<file path="src/rtl/core/sgbr_pkg.sv">
// ----------------------------------------------------------------------------
// sgbr_pkg
// types, glyph geometry and the 5x7 font table of the glyph block renderer
// ----------------------------------------------------------------------------
package sgbr_pkg;

  localparam int GLYPH_WIDTH  = 5;
  localparam int GLYPH_HEIGHT = 7;
  localparam int GLYPH_CELLS  = GLYPH_WIDTH * GLYPH_HEIGHT;

  typedef logic [GLYPH_CELLS-1:0] glyph_bits_t;
  typedef logic [2:0]             glyph_col_t;

  typedef struct packed {
    logic [7:0]  char_code;
    logic [5:0]  char_index;
    logic [8:0]  origin_x;
    logic [8:0]  origin_y;
    logic [15:0] color;
  } in_item_t;

  typedef struct packed {
    logic [10:0] block_x;
    logic [9:0]  block_y;
    logic [15:0] block_color;
    logic        last;
  } out_item_t;

  typedef struct packed {
    logic [10:0] base_x;
    logic [9:0]  base_y;
    logic [15:0] color;
  } job_t;

  // row 0 in the top bits, leftmost column as the msb of each row
  function automatic glyph_bits_t font_bits(input logic [7:0] code);
    glyph_bits_t bits;
    case (code)
      8'h43:   bits = {5'h0E, 5'h11, 5'h10, 5'h10, 5'h10, 5'h11, 5'h0E};
      8'h44:   bits = {5'h1E, 5'h11, 5'h11, 5'h11, 5'h11, 5'h11, 5'h1E};
      8'h45:   bits = {5'h1F, 5'h10, 5'h10, 5'h1E, 5'h10, 5'h10, 5'h1F};
      8'h49:   bits = {5'h1F, 5'h04, 5'h04, 5'h04, 5'h04, 5'h04, 5'h1F};
      8'h4D:   bits = {5'h11, 5'h1B, 5'h15, 5'h15, 5'h11, 5'h11, 5'h11};
      8'h4F:   bits = {5'h0E, 5'h11, 5'h11, 5'h11, 5'h11, 5'h11, 5'h0E};
      8'h50:   bits = {5'h1E, 5'h11, 5'h11, 5'h1E, 5'h10, 5'h10, 5'h10};
      8'h54:   bits = {5'h1F, 5'h04, 5'h04, 5'h04, 5'h04, 5'h04, 5'h04};
      8'h30:   bits = {5'h0E, 5'h11, 5'h13, 5'h15, 5'h19, 5'h11, 5'h0E};
      8'h31:   bits = {5'h04, 5'h0C, 5'h04, 5'h04, 5'h04, 5'h04, 5'h0E};
      8'h32:   bits = {5'h0E, 5'h11, 5'h01, 5'h02, 5'h04, 5'h08, 5'h1F};
      8'h33:   bits = {5'h1E, 5'h01, 5'h01, 5'h0E, 5'h01, 5'h01, 5'h1E};
      8'h34:   bits = {5'h02, 5'h06, 5'h0A, 5'h12, 5'h1F, 5'h02, 5'h02};
      8'h35:   bits = {5'h1F, 5'h10, 5'h10, 5'h1E, 5'h01, 5'h01, 5'h1E};
      8'h36:   bits = {5'h0E, 5'h10, 5'h10, 5'h1E, 5'h11, 5'h11, 5'h0E};
      8'h37:   bits = {5'h1F, 5'h01, 5'h02, 5'h04, 5'h08, 5'h08, 5'h08};
      8'h38:   bits = {5'h0E, 5'h11, 5'h11, 5'h0E, 5'h11, 5'h11, 5'h0E};
      8'h39:   bits = {5'h0E, 5'h11, 5'h11, 5'h0F, 5'h01, 5'h01, 5'h0E};
      8'h3A:   bits = {5'h00, 5'h04, 5'h04, 5'h00, 5'h04, 5'h04, 5'h00};
      default: bits = '0;
    endcase
    return bits;
  endfunction

endpackage

</file>
<file path="src/rtl/core/scaled_glyph_block_renderer_unit.sv">
// ----------------------------------------------------------------------------
// scaled_glyph_block_renderer_unit
// renders one character of a 5x7 font as square fill blocks of side SCALE
// ----------------------------------------------------------------------------
//  channel | dir | payload             | handshake
//  in_     | in  | sgbr_pkg::in_item_t  | in_valid / in_stall
//  out_    | out | sgbr_pkg::out_item_t | out_valid / out_stall
//
//  a character is scanned one font cell at a time, up to the last lit
//  cell (at most 35), by the cell walker; unknown codes emit no blocks
//  a font rom read stage ahead of the walker holds the next character, so
//  it is taken while the previous one is still being scanned
//  synchronous active-low reset clears the valid flags and the walker busy flag only
//  out_stall holds the output register and pauses the scan on a lit cell
// ----------------------------------------------------------------------------
module scaled_glyph_block_renderer_unit #(
  parameter int SCALE = 4
) (
  input  logic                clk,
  input  logic                rst_n,
  input  logic                in_valid,
  output logic                in_stall,
  input  sgbr_pkg::in_item_t  in_data,
  output logic                out_valid,
  input  logic                out_stall,
  output sgbr_pkg::out_item_t out_data
);
  import sgbr_pkg::*;

  localparam int PITCH = (GLYPH_WIDTH + 1) * SCALE;

  logic        a_valid_r, a_valid_nxt;
  job_t        a_job_r;
  job_t        a_job_nxt;
  glyph_bits_t a_bits;
  logic        a_take;
  logic        in_xfer;
  logic [10:0] idx_off;

  assign in_stall = a_valid_r && !a_take;
  assign in_xfer  = in_valid && !in_stall;

  always_comb begin
    idx_off            = 11'(12'(in_data.char_index) * 12'(PITCH));
    a_job_nxt.base_x   = 11'(in_data.origin_x) + idx_off;
    a_job_nxt.base_y   = 10'(in_data.origin_y);
    a_job_nxt.color    = in_data.color;
    a_valid_nxt        = in_xfer || (a_valid_r && !a_take);
  end

  always_ff @(posedge clk) begin
    if (!rst_n) begin
      a_valid_r <= 1'b0;
    end else begin
      a_valid_r <= a_valid_nxt;
    end
    if (in_xfer) begin
      a_job_r <= a_job_nxt;
    end
  end

  sgbr_font_rom u_rom (
    .clk     (clk),
    .rd_en   (in_xfer),
    .rd_code (in_data.char_code),
    .rd_bits (a_bits)
  );

  sgbr_cell_walker #(
    .SCALE (SCALE)
  ) u_walker (
    .clk       (clk),
    .rst_n     (rst_n),
    .job_valid (a_valid_r),
    .job       (a_job_r),
    .job_bits  (a_bits),
    .job_take  (a_take),
    .out_valid (out_valid),
    .out_stall (out_stall),
    .out_data  (out_data)
  );

endmodule

</file>
<file path="src/rtl/core/sgbr_font_rom.sv">
// ----------------------------------------------------------------------------
// sgbr_font_rom
// synchronous font rom, one glyph bitmap per read, registered and held while rd_en is low
// ----------------------------------------------------------------------------
module sgbr_font_rom (
  input  logic                 clk,
  input  logic                 rd_en,
  input  logic [7:0]           rd_code,
  output sgbr_pkg::glyph_bits_t rd_bits
);
  import sgbr_pkg::*;

  glyph_bits_t rd_bits_r;

  always_ff @(posedge clk) begin
    if (rd_en) begin
      rd_bits_r <= font_bits(rd_code);
    end
  end

  assign rd_bits = rd_bits_r;

endmodule

</file>
<file path="src/rtl/core/sgbr_cell_walker.sv">
// ----------------------------------------------------------------------------
// sgbr_cell_walker
// scans a glyph bitmap cell by cell and emits one block per lit cell
// ----------------------------------------------------------------------------
module sgbr_cell_walker #(
  parameter int SCALE = 4
) (
  input  logic                  clk,
  input  logic                  rst_n,
  input  logic                  job_valid,
  input  sgbr_pkg::job_t        job,
  input  sgbr_pkg::glyph_bits_t job_bits,
  output logic                  job_take,
  output logic                  out_valid,
  input  logic                  out_stall,
  output sgbr_pkg::out_item_t   out_data
);
  import sgbr_pkg::*;

  localparam logic [10:0] STEP_X = 11'(SCALE);
  localparam logic [9:0]  STEP_Y = 10'(SCALE);
  localparam glyph_col_t  LAST_COL = glyph_col_t'(GLYPH_WIDTH - 1);

  logic        busy_r, busy_nxt;
  glyph_bits_t mask_r, mask_nxt;
  glyph_col_t  col_r, col_nxt;
  logic [10:0] x_r, x_nxt;
  logic [10:0] base_x_r, base_x_nxt;
  logic [9:0]  y_r, y_nxt;
  logic [15:0] color_r, color_nxt;
  logic        out_valid_r, out_valid_nxt;
  out_item_t   out_data_r, out_data_nxt;

  glyph_bits_t shifted;
  logic        lit, out_free, step, done;

  assign shifted  = {mask_r[GLYPH_CELLS-2:0], 1'b0};
  assign lit      = mask_r[GLYPH_CELLS-1];
  assign out_free = !out_valid_r || !out_stall;
  assign step     = busy_r && (!lit || out_free);
  assign done     = step && (shifted == '0);
  assign job_take = job_valid && (!busy_r || done);

  always_comb begin
    busy_nxt      = busy_r;
    mask_nxt      = mask_r;
    col_nxt       = col_r;
    x_nxt         = x_r;
    base_x_nxt    = base_x_r;
    y_nxt         = y_r;
    color_nxt     = color_r;
    out_valid_nxt = out_valid_r && out_stall;
    out_data_nxt  = out_data_r;
    if (step && lit) begin
      out_valid_nxt            = 1'b1;
      out_data_nxt.block_x     = x_r;
      out_data_nxt.block_y     = y_r;
      out_data_nxt.block_color = color_r;
      out_data_nxt.last        = (mask_r[GLYPH_CELLS-2:0] == '0);
    end
    if (job_take) begin
      busy_nxt   = (job_bits != '0);
      mask_nxt   = job_bits;
      col_nxt    = '0;
      x_nxt      = job.base_x;
      base_x_nxt = job.base_x;
      y_nxt      = job.base_y;
      color_nxt  = job.color;
    end else if (step) begin
      busy_nxt = (shifted != '0);
      mask_nxt = shifted;
      if (col_r == LAST_COL) begin
        col_nxt = '0;
        x_nxt   = base_x_r;
        y_nxt   = y_r + STEP_Y;
      end else begin
        col_nxt = col_r + glyph_col_t'(1);
        x_nxt   = x_r + STEP_X;
      end
    end
  end

  always_ff @(posedge clk) begin
    if (!rst_n) begin
      busy_r      <= 1'b0;
      out_valid_r <= 1'b0;
    end else begin
      busy_r      <= busy_nxt;
      out_valid_r <= out_valid_nxt;
    end
    mask_r     <= mask_nxt;
    col_r      <= col_nxt;
    x_r        <= x_nxt;
    base_x_r   <= base_x_nxt;
    y_r        <= y_nxt;
    color_r    <= color_nxt;
    out_data_r <= out_data_nxt;
  end

  assign out_valid = out_valid_r;
  assign out_data  = out_data_r;

endmodule
</file>
<file path="config.mk">
export PLATFORM = sky130hd
export DESIGN_NAME = scaled_glyph_block_renderer_unit
export DESIGN_NICKNAME = d
export VERILOG_FILES = /design/src/rtl/core/sgbr_pkg.sv /design/src/rtl/core/scaled_glyph_block_renderer_unit.sv /design/src/rtl/core/sgbr_font_rom.sv /design/src/rtl/core/sgbr_cell_walker.sv
export SDC_FILE = /design/constraint.sdc
export NUM_CORES = 1
export LEC_CHECK = 0
export BUFFER_PORTS_ARGS = -buffer_cell sky130_fd_sc_hd__buf_2
export CAP_MARGIN = 20
export CORE_UTILIZATION = 30
export CTS_BUF_LIST = sky130_fd_sc_hd__clkbuf_2
export CTS_CLUSTER_SIZE = 20
export DETAILED_ROUTE_END_ITERATION = 6
export PLACE_DENSITY = 0.52
export SYNTH_ARGS = -nofsm -noshare
export SYNTH_HDL_FRONTEND = slang
export SYNTH_HIERARCHICAL = 1
export SYNTH_SLANG_ARGS = --single-unit
</file>
<file path="constraint.sdc">
create_clock -name clk -period 9.7 [get_ports clk]
set_input_delay 0.97 -clock clk [delete_from_list [all_inputs] [get_ports clk]]
set_output_delay 0.97 -clock clk [all_outputs]
set_load 0.03 [all_outputs]
</file>
==> results by group <==
Run status
  • Run status: finished clean

CTS
  • # Post-CTS Setup Buffers: 0
  • Clock net sink count: 195
  • Reg clk slew, reported paths: 280 ps
  • Clock Tree Buf Depth: 2
  • Cts repair resizes: 0
  • Count of hold-fix buffers inserted at cts: 0
  • CTS tree: done
  • H-Tree Level Count: 4
  • Worst skew pair latency: 750 ps
  • CTS Root Cell: clkbuf_2
  • CTS Buf Count: 17

Synthesis
  • Sequential area share after synthesis: 65.4%
  • Post-synth EDFFs: 189
  • Dominant cell type by area after synthesis: edfxtp_1
  • Syn Nets: 698
  • Commonest cells post-synth: edfxtp_1, mux2_2, nor2_1
  • Post-synthesis cell type count: 72
  • YS warnings: 6
  • Post-synth top flop: edfxtp_1
  • Mapped Area: 8860 µm²
  • Most frequent cell after synthesis: edfxtp_1
  • Post-synth ARST share: 0%
  • Syn Inst Count: 628
  • Synth top area cells: edfxtp_1, mux2_2, ha_1
  • Avg Cell Area, Syn: 14.1 µm²
  • #FFs+latches synth: 195
  • Top-area cell type share of the netlist area: 64.1%

Layout
  • Fin nets: 776
  • Layout area overhead: 11.5%
  • Final std cell area, no fill: 9880 µm²
  • Share of cells above drive strength 1: 26.8%
  • Layout fillers: 2894
  • Layout Cells excl Fill: 1105

Worst setup path
  • Worst Setup End Kind: output pin
  • FF-to-FF setup slack: 6210 ps
  • Setup crit start kind: flop
  • RR Startpoint: u_walker/mask_r[1]
  • R2r worst-path depth: 6
  • Crit path DAT: 2540 ps
  • Worst-path cell chain: nor4_1 -> nand4_1 -> o32ai_4 -> nor2b_1 -> buf_2
  • Worst path slowest cell: edfxtp_1
  • WP data required: 8730 ps
  • Peak fanout along the critical path: 4
  • CP max stage delay: 470 ps
  • Critical R2R Capture: u_walker/y_r[8]
  • Crit Path Class: reg -> out

Floorplanning
  • Die area: 30200 µm²
  • Io pins: 92
  • Starting density of the core: 30.7%
  • Number of cell rows: 62
  • DIE WIDTH: 174 µm
  • Core ar.: 28900 µm²
  • Die H: 174 µm

Worst hold path
  • Hold Path End: a_job_r[14]
  • Worst Hold Class: in -> reg
  • Hold depth: 1
  • Worst Hold Launch: in_data[14]

Detailed routing
  • M1 WL: 8880 µm
  • DR iter-0 viols: 332
  • Top sig layer: met4
  • Drt pass-1 iters: 5
  • Routed len/inst: 15.7 µm
  • WL met3: 708 µm
  • # DRC: 0
  • Met2 routed WL: 7570 µm
  • Routed vias/inst: 4.76
  • Final wirelength: 17300 µm
  • Post-route ant nets: 0
  • Vias: 5264

Flow run
  • Max-Cap Viols: 0

Timing
  • Max Freq: 285 MHz
  • Period utilization: 36.2%
  • Max-slew violations: 0
  • Final setup viols: 0
  • Slew @ Worst Pin: 1000 ps
  • Setup tns final: 0 ps
  • Layout Skew: 31.2 ps
  • Min Tclk post-route: 3510 ps
  • Final hold violation count: 0
  • Worst slew margin: 33.1%
  • RSZ-0062 raised after global routing: false

GRT
  • Largest net degree at the start of global routing: 49
  • Number of global-route vias before repair: 5082
  • Global route overflow: 0
  • Initial antenna violation count: 1
  • All-layer global routing usage: 11.7%
  • First-pass GRT wire length: 27700 µm

Power
  • Power, Total: 1.70 mW
  • Peak VDD IR: 0.0000661 V
  • Power density over the cells: 172 nW/µm²
  • LEAKAGE: 3.46 nW

Place
  • DP HPWL: 12000 µm
  • Port bufs: 91
  • Post-DP Area: 9640 µm²
  • Placed Cells incl. Taps: 1071
  • Routability Congestion: 0.793
-- final cells by class --
type	count	area [µm²]	area share [%]
Sequential cell	195	5800	58.7
Clock inverter	15	146	1.48
Timing Repair Buffer	96	505	5.12
Clock buffer	17	85.1	0.862
Inverter	13	48.8	0.494
Tap cell	384	480	4.87
Multi-Input combinational cell	383	2810	28.4
Antenna cell	2	5.00	0.0507
-- cells by family (layout without fill, tap and decap cells) --
logic type	Yosys count	count (layout)	share of synthesized area, %
xor+xnor	17	17	1.68
buf+inv	50	141	3.01
flops	195	195	65.4
simple gates	169	169	10.8
compound gates	122	122	9.28
other cells	1	3	0.0423
fa+ha+maj	18	18	2.71
mux	56	56	7.03
-- layer usage --
metal,global-route usage (%),vias up
met3,2.32,13
li1,-,2581
met2,17.6,124
met4,3.80,0
met5,0,-
met1,17.0,2546
-- power breakdown --
group	switching, mW	leakage [nW]	internal [mW]
registers	0.0434	1.86	1.03
logic	0.143	1.46	0.101
clock network	0.282	0.143	0.102
-- cell usage in the layout, fill, tap and decap left out, types with 5 or more instances in the layout --
| cell type | n |
|---|---|
| nand3_1 | 16 |
| ha_1 | 16 |
| nor2_1 | 36 |
| nor4_1 | 16 |
| nor2b_1 | 7 |
| and2_1 | 7 |
| o21ai_0 | 30 |
| a21o_1 | 6 |
| inv_1 | 13 |
| xnor2_1 | 9 |
| edfxtp_1 | 189 |
| xor2_1 | 8 |
| a21oi_1 | 34 |
| clkbuf_2 | 17 |
| and3_1 | 6 |
| dfxtp_1 | 6 |
| nand3b_1 | 5 |
| mux2_2 | 46 |
| mux2i_1 | 6 |
| nor3_1 | 8 |
| nand2b_1 | 8 |
| buf_2 | 91 |
| nand2_1 | 22 |
| nand4_1 | 7 |
| o31ai_1 | 8 |
-- through the flow --
stage               hold WS, ps  setup slack (ps)  util [%]
finish                      369              6190      34.2
detailed placement          405              5790      33.4
floorplan                   400              3750         -
global placement            401              5840      33.3
CTS                         272              6090      34.2
global route                254              5910      34.2
-- worst max-delay path: cells and delay by family, from the launching register on --
| kind | cells | cell delay (ps) |
|---|---|---|
| compound gates | 1 | 330 |
| buf+inv | 1 | 210 |
| flops | 1 | 470 |
| simple gates | 3 | 770 |
-- registers in the layout, indices dropped and copies added, names as in the netlist, 3 cells and up --
name,count
u_walker/base_x_r,11
u_walker/y_r,10
u_walker/mask_r,35
u_walker/color_r,16
u_walker/col_r,3
u_walker/out_data,38
u_rom/rd_bits,32
a_job_r,36
u_walker/x_r,11
-- worst max-delay path by stage --
stage                                   start              end  slack (ps)
after floorplan                     out_stall       a_job_r[0]        3750
after global placement              out_stall  u_walker/y_r[3]        5840
after global routing      u_walker/mask_r[29]         in_stall        5910
after CTS                  u_walker/mask_r[5]         in_stall        6090
after detailed placement            out_stall  u_walker/y_r[9]        5790
final                      u_walker/mask_r[1]         in_stall        6190
Note: power is estimated with default switching activity, not from simulation.
